**src/ithb_pkg.sv**
```systemverilog
// package for the immediate text to hex encoder: transaction structs, codes
// and character constants; no dependencies
package ithb_pkg;

   typedef struct packed {
      logic [7:0] token_char;
      logic       last_char;
   } req_type;

   typedef struct packed {
      logic [7:0] hex_char;
      logic [1:0] status;
      logic       last_result;
   } rsp_type;

   // register indexes
   localparam logic CSR_ARCH_MODE  = 1'b0;
   localparam logic CSR_BIG_ENDIAN = 1'b1;

   // arch_mode codes
   localparam logic [1:0] MODE_PLAIN  = 2'd0;
   localparam logic [1:0] MODE_PREF_A = 2'd1;
   localparam logic [1:0] MODE_PREF_B = 2'd2;
   localparam logic [1:0] MODE_UNUSED = 2'd3;

   // status codes
   localparam logic [1:0] ST_DIGIT      = 2'd0;
   localparam logic [1:0] ST_NOT_NUMBER = 2'd1;
   localparam logic [1:0] ST_RANGE      = 2'd2;
   localparam logic [1:0] ST_BAD_PREFIX = 2'd3;

   localparam logic [7:0] CH_ZERO  = 8'h30;
   localparam logic [7:0] CH_NINE  = 8'h39;
   localparam logic [7:0] CH_LA    = 8'h61;
   localparam logic [7:0] CH_LZ    = 8'h7a;
   localparam logic [7:0] CH_UA    = 8'h41;
   localparam logic [7:0] CH_UZ    = 8'h5a;
   localparam logic [7:0] CH_LX    = 8'h78;
   localparam logic [7:0] CH_MINUS = 8'h2d;
   localparam logic [7:0] CH_BANG  = 8'h21;
   localparam logic [7:0] CH_AT    = 8'h40;
   localparam logic [7:0] CH_PCT   = 8'h25;

   // offsets that turn a letter into its digit value
   localparam logic [7:0] LOWER_OFS = 8'd87;
   localparam logic [7:0] UPPER_OFS = 8'd55;

endpackage

```
**src/immediate_text_to_hex_bytes.sv**
```systemverilog
// immediate text to hex encoder, top level: parses token characters and
// emits hex digit or status results; depends on ithb_pkg
//
//   channel  direction  ports                     carries
//   req      in         req_valid/ready/data      one token character per transaction
//   rsp      out        rsp_valid/ready/data      one hex digit or status per transaction
//   csr      in         csr_we/index/wdata        arch_mode, big_endian writes
//
// a character is taken every cycle while req_ready is high; the parse state (accumulator,
// flags) updates in the same cycle through one shift-add of the 32-bit accumulator
// a token's final character hands the parsed token to the result register, which
// then emits 2, 4 or 8 digits or one status, one per cycle, limited by the rsp port
// req_ready drops only for a final character while the previous token's results are
// still going out, other than its last one being taken in that cycle
// reset (synchronous, active high) clears registers, parse state and the result valid
module immediate_text_to_hex_bytes
   import ithb_pkg::*;
(
   input  logic       clock,
   input  logic       reset,
   input  logic       req_valid,
   output logic       req_ready,
   input  req_type    req_data,
   output logic       rsp_valid,
   input  logic       rsp_ready,
   output rsp_type    rsp_data,
   input  logic       csr_we,
   input  logic       csr_index,
   input  logic [1:0] csr_wdata
);

   // parsed token waiting for output
   typedef struct packed {
      logic [31:0] acc;
      logic        neg;
      logic        bad;
      logic        first_zero;
      logic [7:0]  prefix;
      logic [1:0]  mode;
      logic        big_end;
   } token_type;

   // configuration
   logic [1:0]  arch_mode_ff;
   logic        big_endian_ff;

   // parse state
   logic [1:0]  char_pos_ff, char_pos_in;
   logic [7:0]  prefix_ff, prefix_in;
   logic [7:0]  first_ff, first_in;
   logic [31:0] acc_ff, acc_in;
   logic        neg_ff, neg_in;
   logic        hex_ff, hex_in;
   logic        bad_ff, bad_in;

   // result register
   logic        emit_valid_ff, emit_valid_in;
   logic [2:0]  emit_idx_ff, emit_idx_in;
   token_type   emit_tok_ff, emit_tok_in;

   logic        req_fire, rsp_fire;
   logic        prefixed;
   logic [1:0]  stage;
   logic [7:0]  ch;
   logic        dig_ok;
   logic [7:0]  dig_val;
   logic [31:0] acc_digit;

   assign ch       = req_data.token_char;
   assign prefixed = (arch_mode_ff == MODE_PREF_A) || (arch_mode_ff == MODE_PREF_B);

   // ---------------------------------------------------------------- configuration
   always_ff @(posedge clock) begin
      if (reset) begin
         arch_mode_ff  <= MODE_PLAIN;
         big_endian_ff <= 1'b0;
      end else if (csr_we) begin
         if (csr_index == CSR_ARCH_MODE) arch_mode_ff <= csr_wdata;
         else big_endian_ff <= csr_wdata[0];
      end
   end

   // ---------------------------------------------------------------- digit decode
   always_comb begin
      dig_ok  = 1'b1;
      dig_val = 8'd0;
      if (ch >= CH_ZERO && ch <= CH_NINE) begin
         dig_val = ch - CH_ZERO;
      end else if (hex_ff && ch >= CH_LA && ch <= CH_LZ) begin
         dig_val = ch - LOWER_OFS;
      end else if (hex_ff && ch >= CH_UA && ch <= CH_UZ) begin
         dig_val = ch - UPPER_OFS;
      end else begin
         dig_ok = 1'b0;
      end
      // letters give up to 35, so the digit is not masked to four bits
      if (hex_ff) acc_digit = {acc_ff[27:0], 4'd0} + {24'd0, dig_val};
      else acc_digit = {acc_ff[28:0], 3'd0} + {acc_ff[30:0], 1'b0} + {24'd0, dig_val};
   end

   // stage within the digit string: first digit, possible 'x', the rest
   always_comb begin
      if (prefixed) stage = char_pos_ff - 2'd1;
      else stage = (char_pos_ff >= 2'd2) ? 2'd2 : char_pos_ff;
   end

   // ---------------------------------------------------------------- parse step
   always_comb begin
      char_pos_in = char_pos_ff;
      prefix_in   = prefix_ff;
      first_in    = first_ff;
      acc_in      = acc_ff;
      neg_in      = neg_ff;
      hex_in      = hex_ff;
      bad_in      = bad_ff;

      if (prefixed && char_pos_ff == 2'd0) begin
         prefix_in = ch;
      end else if (stage == 2'd0) begin
         first_in = ch;
         if (ch == CH_MINUS) neg_in = 1'b1;
         else if (dig_ok) acc_in = acc_digit;
         else bad_in = 1'b1;
      end else if (stage == 2'd1 && first_ff == CH_ZERO && ch == CH_LX) begin
         hex_in = 1'b1;
         acc_in = 32'd0;
      end else begin
         if (dig_ok) acc_in = acc_digit;
         else bad_in = 1'b1;
      end
      if (char_pos_ff != 2'd3) char_pos_in = char_pos_ff + 2'd1;
   end

   always_ff @(posedge clock) begin
      if (reset) begin
         char_pos_ff <= 2'd0;
         prefix_ff   <= 8'd0;
         first_ff    <= 8'd0;
         acc_ff      <= 32'd0;
         neg_ff      <= 1'b0;
         hex_ff      <= 1'b0;
         bad_ff      <= 1'b0;
      end else if (req_fire) begin
         if (req_data.last_char) begin
            // token done: fresh state for the next one
            char_pos_ff <= 2'd0;
            prefix_ff   <= 8'd0;
            first_ff    <= 8'd0;
            acc_ff      <= 32'd0;
            neg_ff      <= 1'b0;
            hex_ff      <= 1'b0;
            bad_ff      <= 1'b0;
         end else begin
            char_pos_ff <= char_pos_in;
            prefix_ff   <= prefix_in;
            first_ff    <= first_in;
            acc_ff      <= acc_in;
            neg_ff      <= neg_in;
            hex_ff      <= hex_in;
            bad_ff      <= bad_in;
         end
      end
   end

   // ---------------------------------------------------------------- result side
   logic [31:0] value;
   logic [31:0] val_b, val_w;
   logic        is_num;
   logic [1:0]  status;
   logic [3:0]  n_res;
   logic        msb_first, lower;
   logic [2:0]  nib_idx;
   logic [3:0]  nib;
   logic [7:0]  hex_ch;
   logic        rsp_last;

   always_comb begin
      value  = emit_tok_ff.bad ? 32'd0 : (emit_tok_ff.neg ? (32'd0 - emit_tok_ff.acc)
                                                          : emit_tok_ff.acc);
      is_num = emit_tok_ff.first_zero || (value != 32'd0);
      val_b  = value + 32'd128;
      val_w  = value + 32'd32768;
      status    = ST_DIGIT;
      n_res     = 4'd4;
      msb_first = 1'b1;
      lower     = 1'b0;
      if (emit_tok_ff.mode == MODE_UNUSED || !is_num) begin
         status = ST_NOT_NUMBER;
      end else if (emit_tok_ff.mode == MODE_PLAIN) begin
         if (val_w[31:16] != 16'd0) status = ST_RANGE;
      end else begin
         msb_first = emit_tok_ff.big_end;
         lower     = emit_tok_ff.big_end;
         case (emit_tok_ff.prefix)
            CH_BANG: begin
               n_res = 4'd2;
               if (val_b[31:8] != 24'd0) status = ST_RANGE;
            end
            CH_AT: begin
               n_res = 4'd4;
               if (val_w[31:16] != 16'd0) status = ST_RANGE;
            end
            CH_PCT: begin
               n_res = 4'd8;
            end
            default: begin
               status = ST_BAD_PREFIX;
            end
         endcase
      end

      // little-endian order walks bytes upward, high nibble first
      if (msb_first) nib_idx = 3'(n_res - 4'd1 - {1'b0, emit_idx_ff});
      else nib_idx = {emit_idx_ff[2:1], ~emit_idx_ff[0]};
      nib = 4'(value >> {nib_idx, 2'b00});
      if (nib < 4'd10) hex_ch = CH_ZERO + {4'd0, nib};
      else hex_ch = (lower ? CH_LA : CH_UA) + {4'd0, nib} - 8'd10;

      rsp_last = (status != ST_DIGIT) || ({1'b0, emit_idx_ff} == n_res - 4'd1);

      rsp_data.hex_char    = (status == ST_DIGIT) ? hex_ch : 8'd0;
      rsp_data.status      = status;
      rsp_data.last_result = rsp_last;
   end

   assign rsp_valid = emit_valid_ff;
   assign rsp_fire  = rsp_valid && rsp_ready;
   // a final character needs the result register free by the end of this cycle
   assign req_ready = !emit_valid_ff || !req_data.last_char || (rsp_ready && rsp_last);
   assign req_fire  = req_valid && req_ready;

   always_comb begin
      emit_valid_in = emit_valid_ff;
      emit_idx_in   = emit_idx_ff;
      emit_tok_in   = emit_tok_ff;
      if (rsp_fire) begin
         if (rsp_last) emit_valid_in = 1'b0;
         else emit_idx_in = emit_idx_ff + 3'd1;
      end
      if (req_fire && req_data.last_char) begin
         emit_valid_in          = 1'b1;
         emit_idx_in            = 3'd0;
         emit_tok_in.acc        = acc_in;
         emit_tok_in.neg        = neg_in;
         emit_tok_in.bad        = bad_in;
         emit_tok_in.first_zero = (first_in == CH_ZERO);
         emit_tok_in.prefix     = prefix_in;
         emit_tok_in.mode       = arch_mode_ff;
         emit_tok_in.big_end    = big_endian_ff;
      end
   end

   always_ff @(posedge clock) begin
      if (reset) begin
         emit_valid_ff <= 1'b0;
         emit_idx_ff   <= 3'd0;
      end else begin
         emit_valid_ff <= emit_valid_in;
         emit_idx_ff   <= emit_idx_in;
      end
      emit_tok_ff <= emit_tok_in;
   end

endmodule

```
**config.mk**
```make
export PLATFORM = sky130hd
export DESIGN_NAME = immediate_text_to_hex_bytes
export DESIGN_NICKNAME = d
export VERILOG_FILES = /design/src/ithb_pkg.sv /design/src/immediate_text_to_hex_bytes.sv
export SDC_FILE = /design/constraint.sdc
export NUM_CORES = 1
export LEC_CHECK = 0
export ABC_AREA = 1
export ABC_CLOCK_PERIOD_IN_PS = 13100
export BUFFER_PORTS_ARGS = -buffer_cell sky130_fd_sc_hd__buf_2
export CAP_MARGIN = 40
export CORE_ASPECT_RATIO = 0.6
export CORE_MARGIN = 2
export CORE_UTILIZATION = 53
export DETAILED_ROUTE_END_ITERATION = 10
export MAX_ROUTING_LAYER = met4
export PLACE_DENSITY_LB_ADDON = 0.25
export SLEW_MARGIN = 15
export SYNTH_ARGS = -nofsm -noshare
export SYNTH_HDL_FRONTEND = slang
export SYNTH_SLANG_ARGS = --single-unit
```
**constraint.sdc**
```tcl
create_clock -name clock -period 13.1 [get_ports clock]
set_input_delay 1.31 -clock clock [delete_from_list [all_inputs] [get_ports clock]]
set_output_delay 1.31 -clock clock [all_outputs]
set_load 0.01 [all_outputs]
```
; Word-level counts from Yosys, hierarchy flattened
; Index checks and enable logic that the tools add are counted.
[totals]
reg_bits = 106
input_bits = 17
out_inout_bits = 13
word_cells = 159
[classes]
addsub = 17
n_lt_le_gt_ge = 8
eq_ne = 15
n_shift = 1
n_mux = 57
bitwise_logic = 3
n_reduce_logical = 40
[op_table]
columns = cell, count
row1 = 2-to-1 mux 32 bit, 9
row2 = 2-to-1 mux 8 bit, 10
row3 = adder 32 x 8 -> 32 bit, 2
row4 = equality test 8 x 6 -> 1 bit (second input constant), 5
row5 = adder 32 x 16 -> 32 bit (second input constant), 1
row6 = adder 32 bit, 1
row7 = adder 32 x 8 -> 32 bit (second input constant), 1
row8 = nonzero test 32 bit, 1
row9 = right shift 32 x 5 -> 4 bit, 1
row10 = subtractor 1 x 32 -> 32 bit (first input constant), 1
row11 = 2-to-1 mux 1 bit, 24
row12 = nonzero test 24 bit, 1
row13 = equality test 8 x 7 -> 1 bit (second input constant), 2
row14 = >= comparator 8 x 7 -> 1 bit (second input constant), 2
row15 = <= comparator 8 x 7 -> 1 bit (second input constant), 2
row16 = 2-to-1 mux 2 bit, 8
row17 = nonzero test 16 bit, 1
row18 = subtractor 8 x 6 -> 8 bit (second input constant), 2
row19 = logical AND 1 bit, 12
row20 = AND reduction 2 bit, 5
row21 = nonzero test 2 bit, 5
row22 = adder 7 x 4 -> 8 bit, 1
row23 = >= comparator 8 x 6 -> 1 bit (second input constant), 1
row24 = <= comparator 8 x 6 -> 1 bit (second input constant), 1
row25 = other kinds (25), 42

; Depth between registers and ports, before layout
[logic_depth]
ltp_word = 17
depth_mapped = 37

; Least setup slack after synthesis
; Ideal clock, no wire load.
[synth_timing]
path_kind = input -> register
start = input port req_data[3] in the netlist's numbering
end = register emit_tok_ff[40] in the netlist's numbering (data pin)
setup_ns = 0.274
arrival_time_ns = 5.696
required_time_ns = 12.826
slack_ns = 7.130
cell_stages = 31
cell_sequence = clkbuf_1 -> nor2_1 -> inv_1 -> o22ai_1 -> nand2_1 -> nand2_1 -> nand2_1 -> nand3_1 -> clkbuf_1 -> clkbuf_1 -> nand2_1 -> fa_1 -> fa_1 -> nand3b_1 -> nand2_1 -> a21oi_1 -> o21ai_0 -> nand2_1 -> nand2_1 -> inv_1 -> o21ai_0 -> a21oi_1 -> o21bai_1 -> nand2_1 -> nand2_1 -> xnor2_1 -> nand2_1 -> nand3_1 -> nand2_1 -> nand2_1 -> o21ai_0
[synth_via]
elab_chain_len = 12
elab_cells_between_ends = 31
cone_classes = add/sub (5) / order compare (6) / eq/ne (2) / mux (12) / reduce/logical (6)
[synth_rtl]
columns = element, line_no
row1 = start: declaration, immediate_text_to_hex_bytes.sv:23  ; input req_type req_data,
row2 = >= comparator 8 x 7 -> 1 bit, immediate_text_to_hex_bytes.sv:91  ; end else if (hex_ff && ch >= CH_UA && ch <= CH_UZ) begin
row3 = logical AND 1 bit (2 in a row), immediate_text_to_hex_bytes.sv:91
row4 = 2-to-1 mux 8 bit, immediate_text_to_hex_bytes.sv:91
row5 = 2-to-1 mux 8 bit, immediate_text_to_hex_bytes.sv:89  ; end else if (hex_ff && ch >= CH_LA && ch <= CH_LZ) begin
row6 = 2-to-1 mux 8 bit, immediate_text_to_hex_bytes.sv:87  ; if (ch >= CH_ZERO && ch <= CH_NINE) begin
row7 = "adder 32 x 8 -> 32 bit, on equally long branches", "immediate_text_to_hex_bytes.sv:98, immediate_text_to_hex_bytes.sv:97"
row8 = 2-to-1 mux 32 bit, immediate_text_to_hex_bytes.sv:97  ; if (hex_ff) acc_digit = {acc_ff[27:0], 4'd0} + {24'd0, dig_val};
row9 = 2-to-1 mux 32 bit, "immediate_text_to_hex_bytes.sv:122, immediate_text_to_hex_bytes.sv:128"
row10 = "2-to-1 mux 32 bit, on equally long branches", "immediate_text_to_hex_bytes.sv:124, immediate_text_to_hex_bytes.sv:121"
row11 = 2-to-1 mux 32 bit (*), immediate_text_to_hex_bytes.sv:119  ; end else if (stage == 2'd0) begin
row12 = 2-to-1 mux 32 bit (*), immediate_text_to_hex_bytes.sv:117  ; if (prefixed && char_pos_ff == 2'd0) begin
row13 = named net acc_in[26], immediate_text_to_hex_bytes.sv:51  ; logic [31:0] acc_ff, acc_in;
row14 = end signal: assignment, immediate_text_to_hex_bytes.sv:261  ; emit_tok_ff <= emit_tok_in;
row15 = end: declaration, immediate_text_to_hex_bytes.sv:59  ; token_type emit_tok_ff, emit_tok_in;
; The timed path passes the listed nets; every way through them passes the cells marked *.
; A chain may end at the register's enable or synchronous reset.

; Worst setup path in the final report
[layout_timing]
start = input port req_data[1] in the netlist's numbering
end = register acc_ff[26]
[layout_via]
elab_chain_len = 13
elab_cells_between_ends = 32
cone_classes = add/sub (5) / order compare (6) / eq/ne (2) / mux (13) / reduce/logical (6)
[layout_rtl]
columns = element, line_no
row1 = >= comparator 8 x 7 -> 1 bit, immediate_text_to_hex_bytes.sv:91
row2 = logical AND 1 bit (2 in a row), immediate_text_to_hex_bytes.sv:91
row3 = 2-to-1 mux 8 bit, immediate_text_to_hex_bytes.sv:91
row4 = 2-to-1 mux 8 bit, immediate_text_to_hex_bytes.sv:89
row5 = 2-to-1 mux 8 bit, immediate_text_to_hex_bytes.sv:87
row6 = "adder 32 x 8 -> 32 bit, on equally long branches", "immediate_text_to_hex_bytes.sv:98, immediate_text_to_hex_bytes.sv:97"
row7 = 2-to-1 mux 32 bit, immediate_text_to_hex_bytes.sv:97
row8 = 2-to-1 mux 32 bit, "immediate_text_to_hex_bytes.sv:122, immediate_text_to_hex_bytes.sv:128"
row9 = "2-to-1 mux 32 bit, on equally long branches", "immediate_text_to_hex_bytes.sv:124, immediate_text_to_hex_bytes.sv:121"
row10 = 2-to-1 mux 32 bit (*), immediate_text_to_hex_bytes.sv:119
row11 = 2-to-1 mux 32 bit (*), immediate_text_to_hex_bytes.sv:117
row12 = named net acc_in[26], immediate_text_to_hex_bytes.sv:51
row13 = 2-to-1 mux 32 bit (*), immediate_text_to_hex_bytes.sv:144  ; if (req_data.last_char) begin
row14 = end signal: assignment, immediate_text_to_hex_bytes.sv:157  ; acc_ff <= acc_in;
row15 = end: declaration, immediate_text_to_hex_bytes.sv:51
; Marked as above.

==> flow_summary.json <==
{
  "grt_pass1_wl_microns": 57500,
  "hold_buffers": 0,
  "yosysMostFrequentCell": "nand2_1",
  "skew_ns": 0.0172,
  "internal-power_uw": 532,
  "critPathLaunch": "req_data[1]",
  "worst_slack_ns": 6.50,
  "synth_commonest_cells": "nand2_1, inv_1, nor2_1",
  "wire_per_inst_microns": 16.4,
  "drtIter0Drc": 1485,
  "pre_cts_slack_ns": 6.28,
  "switching_share_pct": 33.1,
  "totalPowerFinal_uw": 796,
  "vias": 12600,
  "tns_ns": 0,
  "run_status": "complete, no violations",
  "syn_inst": 1882,
  "track_usage_pct": 31.5,
  "seqPwrFrac_pct": 45.5,
  "antenna_found_initial": 0,
  "fp-row-count": 41,
  "synth_edf_count": 46,
  "wirelength_microns": 35500,
  "drv_cap": 0,
  "critPathRequiredTime_ns": 13.32,
  "cts_tree": "done",
  "power_density_nw_per_um2": 65.3,
  "slew_viol_final": 0,
  "grt_overflow": 0,
  "min-delay-start": "big_endian_ff$_SDFFE_PP0P_",
  "yosysUniqueCellTypes": 57,
  "power.leakage_nw": 5.40,
  "fin_crit_sh_pct": 50.4,
  "syn_area_per_cell_sq_um": 6.14,
  "htreeDepth": 3,
  "yosys.area.top_type": "nand2_1",
  "synth_area_leaders": "nand2_1, edfxtp_1, dfxtp_1",
  "crit_slowest_cell": "buf_4",
  "pwr-share-clk_pct": 34.8,
  "numCtsBuffers": 9,
  "insertion_delay_ns": 0.36,
  "crit_type": "in2reg",
  "post_cts_buffers": 0,
  "path_max_fanout": 57,
  "final-setup-viol-count": 0,
  "relSlewSlack_pct": 48.6,
  "max-vdd-ir-drop_mv": 0.0623,
  "fmax_ghz": 0.151,
  "start_util_pct": 54.5,
  "switchingPower_uw": 264,
  "diodes": 0,
  "yosysTopAreaCellShare_pct": 17.4,
  "placed_area_sq_um": 11900,
  "grt_max_degree": 58,
  "first_pass_iters": 6,
  "ys_async_sr_fraction_pct": 0,
  "cts_buffer_depth": 2,
  "rsz0062_at_grt": "false",
  "die_height_microns": 118,
  "syn_area_sq_um": 11500,
  "yosys_warnings": 0,
  "critPathMostFrequentCell": "nand2_1",
  "combPwrFrac_pct": 19.7,
  "grt_pass1_vias": 11000,
  "max_stage_delay_ns": 0.49,
  "io_buffers": 28,
  "clk_pin_slew_ns": 0.09,
  "ant_nets": 0,
  "drive_gt1_share_pct": 6.96,
  "io_pins": 30,
  "root_buffer": "clkbuf_16",
  "nets": 1979,
  "period_needed_ns": 6.60,
  "dieArea_sq_um": 23000,
  "place_congestion": 0.995,
  "syn_to_final_growth_pct": 5.51,
  "drc": 0,
  "clock-sinks": 106,
  "cts_resized": 0,
  "worstMarginPinSlew_ns": 0.770,
  "cp.arrival_ns": 6.82,
  "synth_seq_cells": 106,
  "hold_viol_final": 0,
  "via_per_inst": 5.83,
  "dp_hpwl_microns": 27600,
  "die_x_microns": 195,
  "yosysSeqAreaShare_pct": 22.4,
  "core_sq_um": 21200,
  "hold_class": "reg2reg",
  "r2r_start": "hex_ff$_SDFFE_PP0P_",
  "syn_nets": 1984,
  "final_design_area_no_fill_sq_um": 12200,
  "synth_ff_type": "dfxtp_1",
  "critPathCaptureType": "flip-flop",
  "startpoint_type": "input pin"
}
metrics by stage:
step	hold WS, ns	instances	util (%)
after floorplan	0.409	1882	-
after global placement	0.429	2143	55.9
after detailed placement	0.427	2145	56.1
after CTS	0.449	2161	57.5
after global routing	0.465	2161	57.5
final	0.449	2161	57.5
critical path, delay by kind of cell:
| kind | cells | cell delay, ns |
|---|---|---|
| adders and majority gates | 4 | 0.94 |
| buffers and inverters | 6 | 0.99 |
| xor gates and xnor gates | 1 | 0.12 |
| and+or+nand+nor | 13 | 1.22 |
| AOI/OAI and AO/OA | 11 | 2.23 |
power groups by stage:
stage	Clock [mW]	Sequential [mW]	Combinational [mW]
4_1_cts	0.281	0.362	0.153
5_1_grt	0.290	0.363	0.174
3_3_place_gp	0	0.369	0.151
3_5_place_dp	0	0.369	0.152
6_report	0.277	0.362	0.157
2_1_floorplan	0	0.367	0.112
cells by family (layout without fill, tap and decap cells):
| group | after synthesis | count (layout) | synth area share [%] |
|---|---|---|---|
| DFF | 106 | 106 | 22.4 |
| AOI/OAI and AO/OA | 369 | 369 | 17.9 |
| other | 1 | 1 | 0.0325 |
| xor gates and xnor gates | 27 | 27 | 2.05 |
| buffers and inverters | 295 | 295 | 10.1 |
| adders and majority gates | 85 | 85 | 9.67 |
| and+or+nand+nor | 997 | 997 | 37.7 |
| muxes | 2 | 2 | 0.184 |
cells in the final DEF, fill, tap and decap left out, types with 3 or more instances in the layout:
cell type	netlist	final
nand3b_1	5	5
edfxtp_1	46	46
a31oi_1	3	3
ha_1	78	78
o221ai_1	5	5
buf_4	3	7
a211oi_1	3	3
o21bai_1	3	3
o21ai_1	15	15
nand2_1	535	535
nor3_1	15	15
nand4_1	26	26
a21boi_0	3	3
inv_2	9	9
nand2_4	5	5
fa_1	7	7
o21ai_0	135	135
clkbuf_16	0	9
nor2_2	15	15
o21a_1	3	3
o22ai_1	4	4
nand2_2	7	7
nor4_1	11	10
or2_2	7	7
o211ai_1	34	34
inv_1	232	232
xor2_1	21	21
o31ai_1	3	3
dfxtp_1	60	60
nor2_4	8	10
nand3_1	154	153
xnor2_1	6	6
a21oi_1	140	140
nand3_2	8	9
a21oi_2	6	6
buf_2	5	29
and2_1	3	3
nor3b_1	3	3
nor2_1	189	187
o21ai_2	4	4
cell type report:
class	instances	area, sq um
clock inverter	7	78.8
fill	2097	9000
timing repair buffer	37	218
sequential	106	2580
inverter	242	908
tap	279	349
multi-input combinational	1481	7820
clock buffer	9	225
flip-flops by register name, summed over array words and instances (netlist names), 2 cells and up:
signal and cells:
acc_ff 32, arch_mode_ff 2, char_pos_ff 2, emit_idx_ff 3, emit_tok_ff 46, first_ff 8, prefix_ff 8
path summary, 6_finish.rpt:
kind,end,slack (ns),depth (start not counted)
min reg2reg,emit_tok_ff[0]$_DFFE_PP_,0.45,0
max reg2reg,acc_ff[26]$_SDFFE_PP0N_,6.93,32
max,acc_ff[26]$_SDFFE_PP0N_,6.50,35
min,emit_tok_ff[0]$_DFFE_PP_,0.45,0
routing by layer:
| layer | global-route usage, % | vias up | share of wire [%] |
|---|---|---|---|
| li1 | - | 6226 | - |
| met3 | 6.99 | 34 | 11 |
| met1 | 47.8 | 5746 | 49 |
| met4 | 4.86 | 0 | 0.99 |
| met2 | 42.4 | 592 | 40 |
| met5 | - | - | 0 |
No activity file was read; power rests on OpenSTA's default activity.
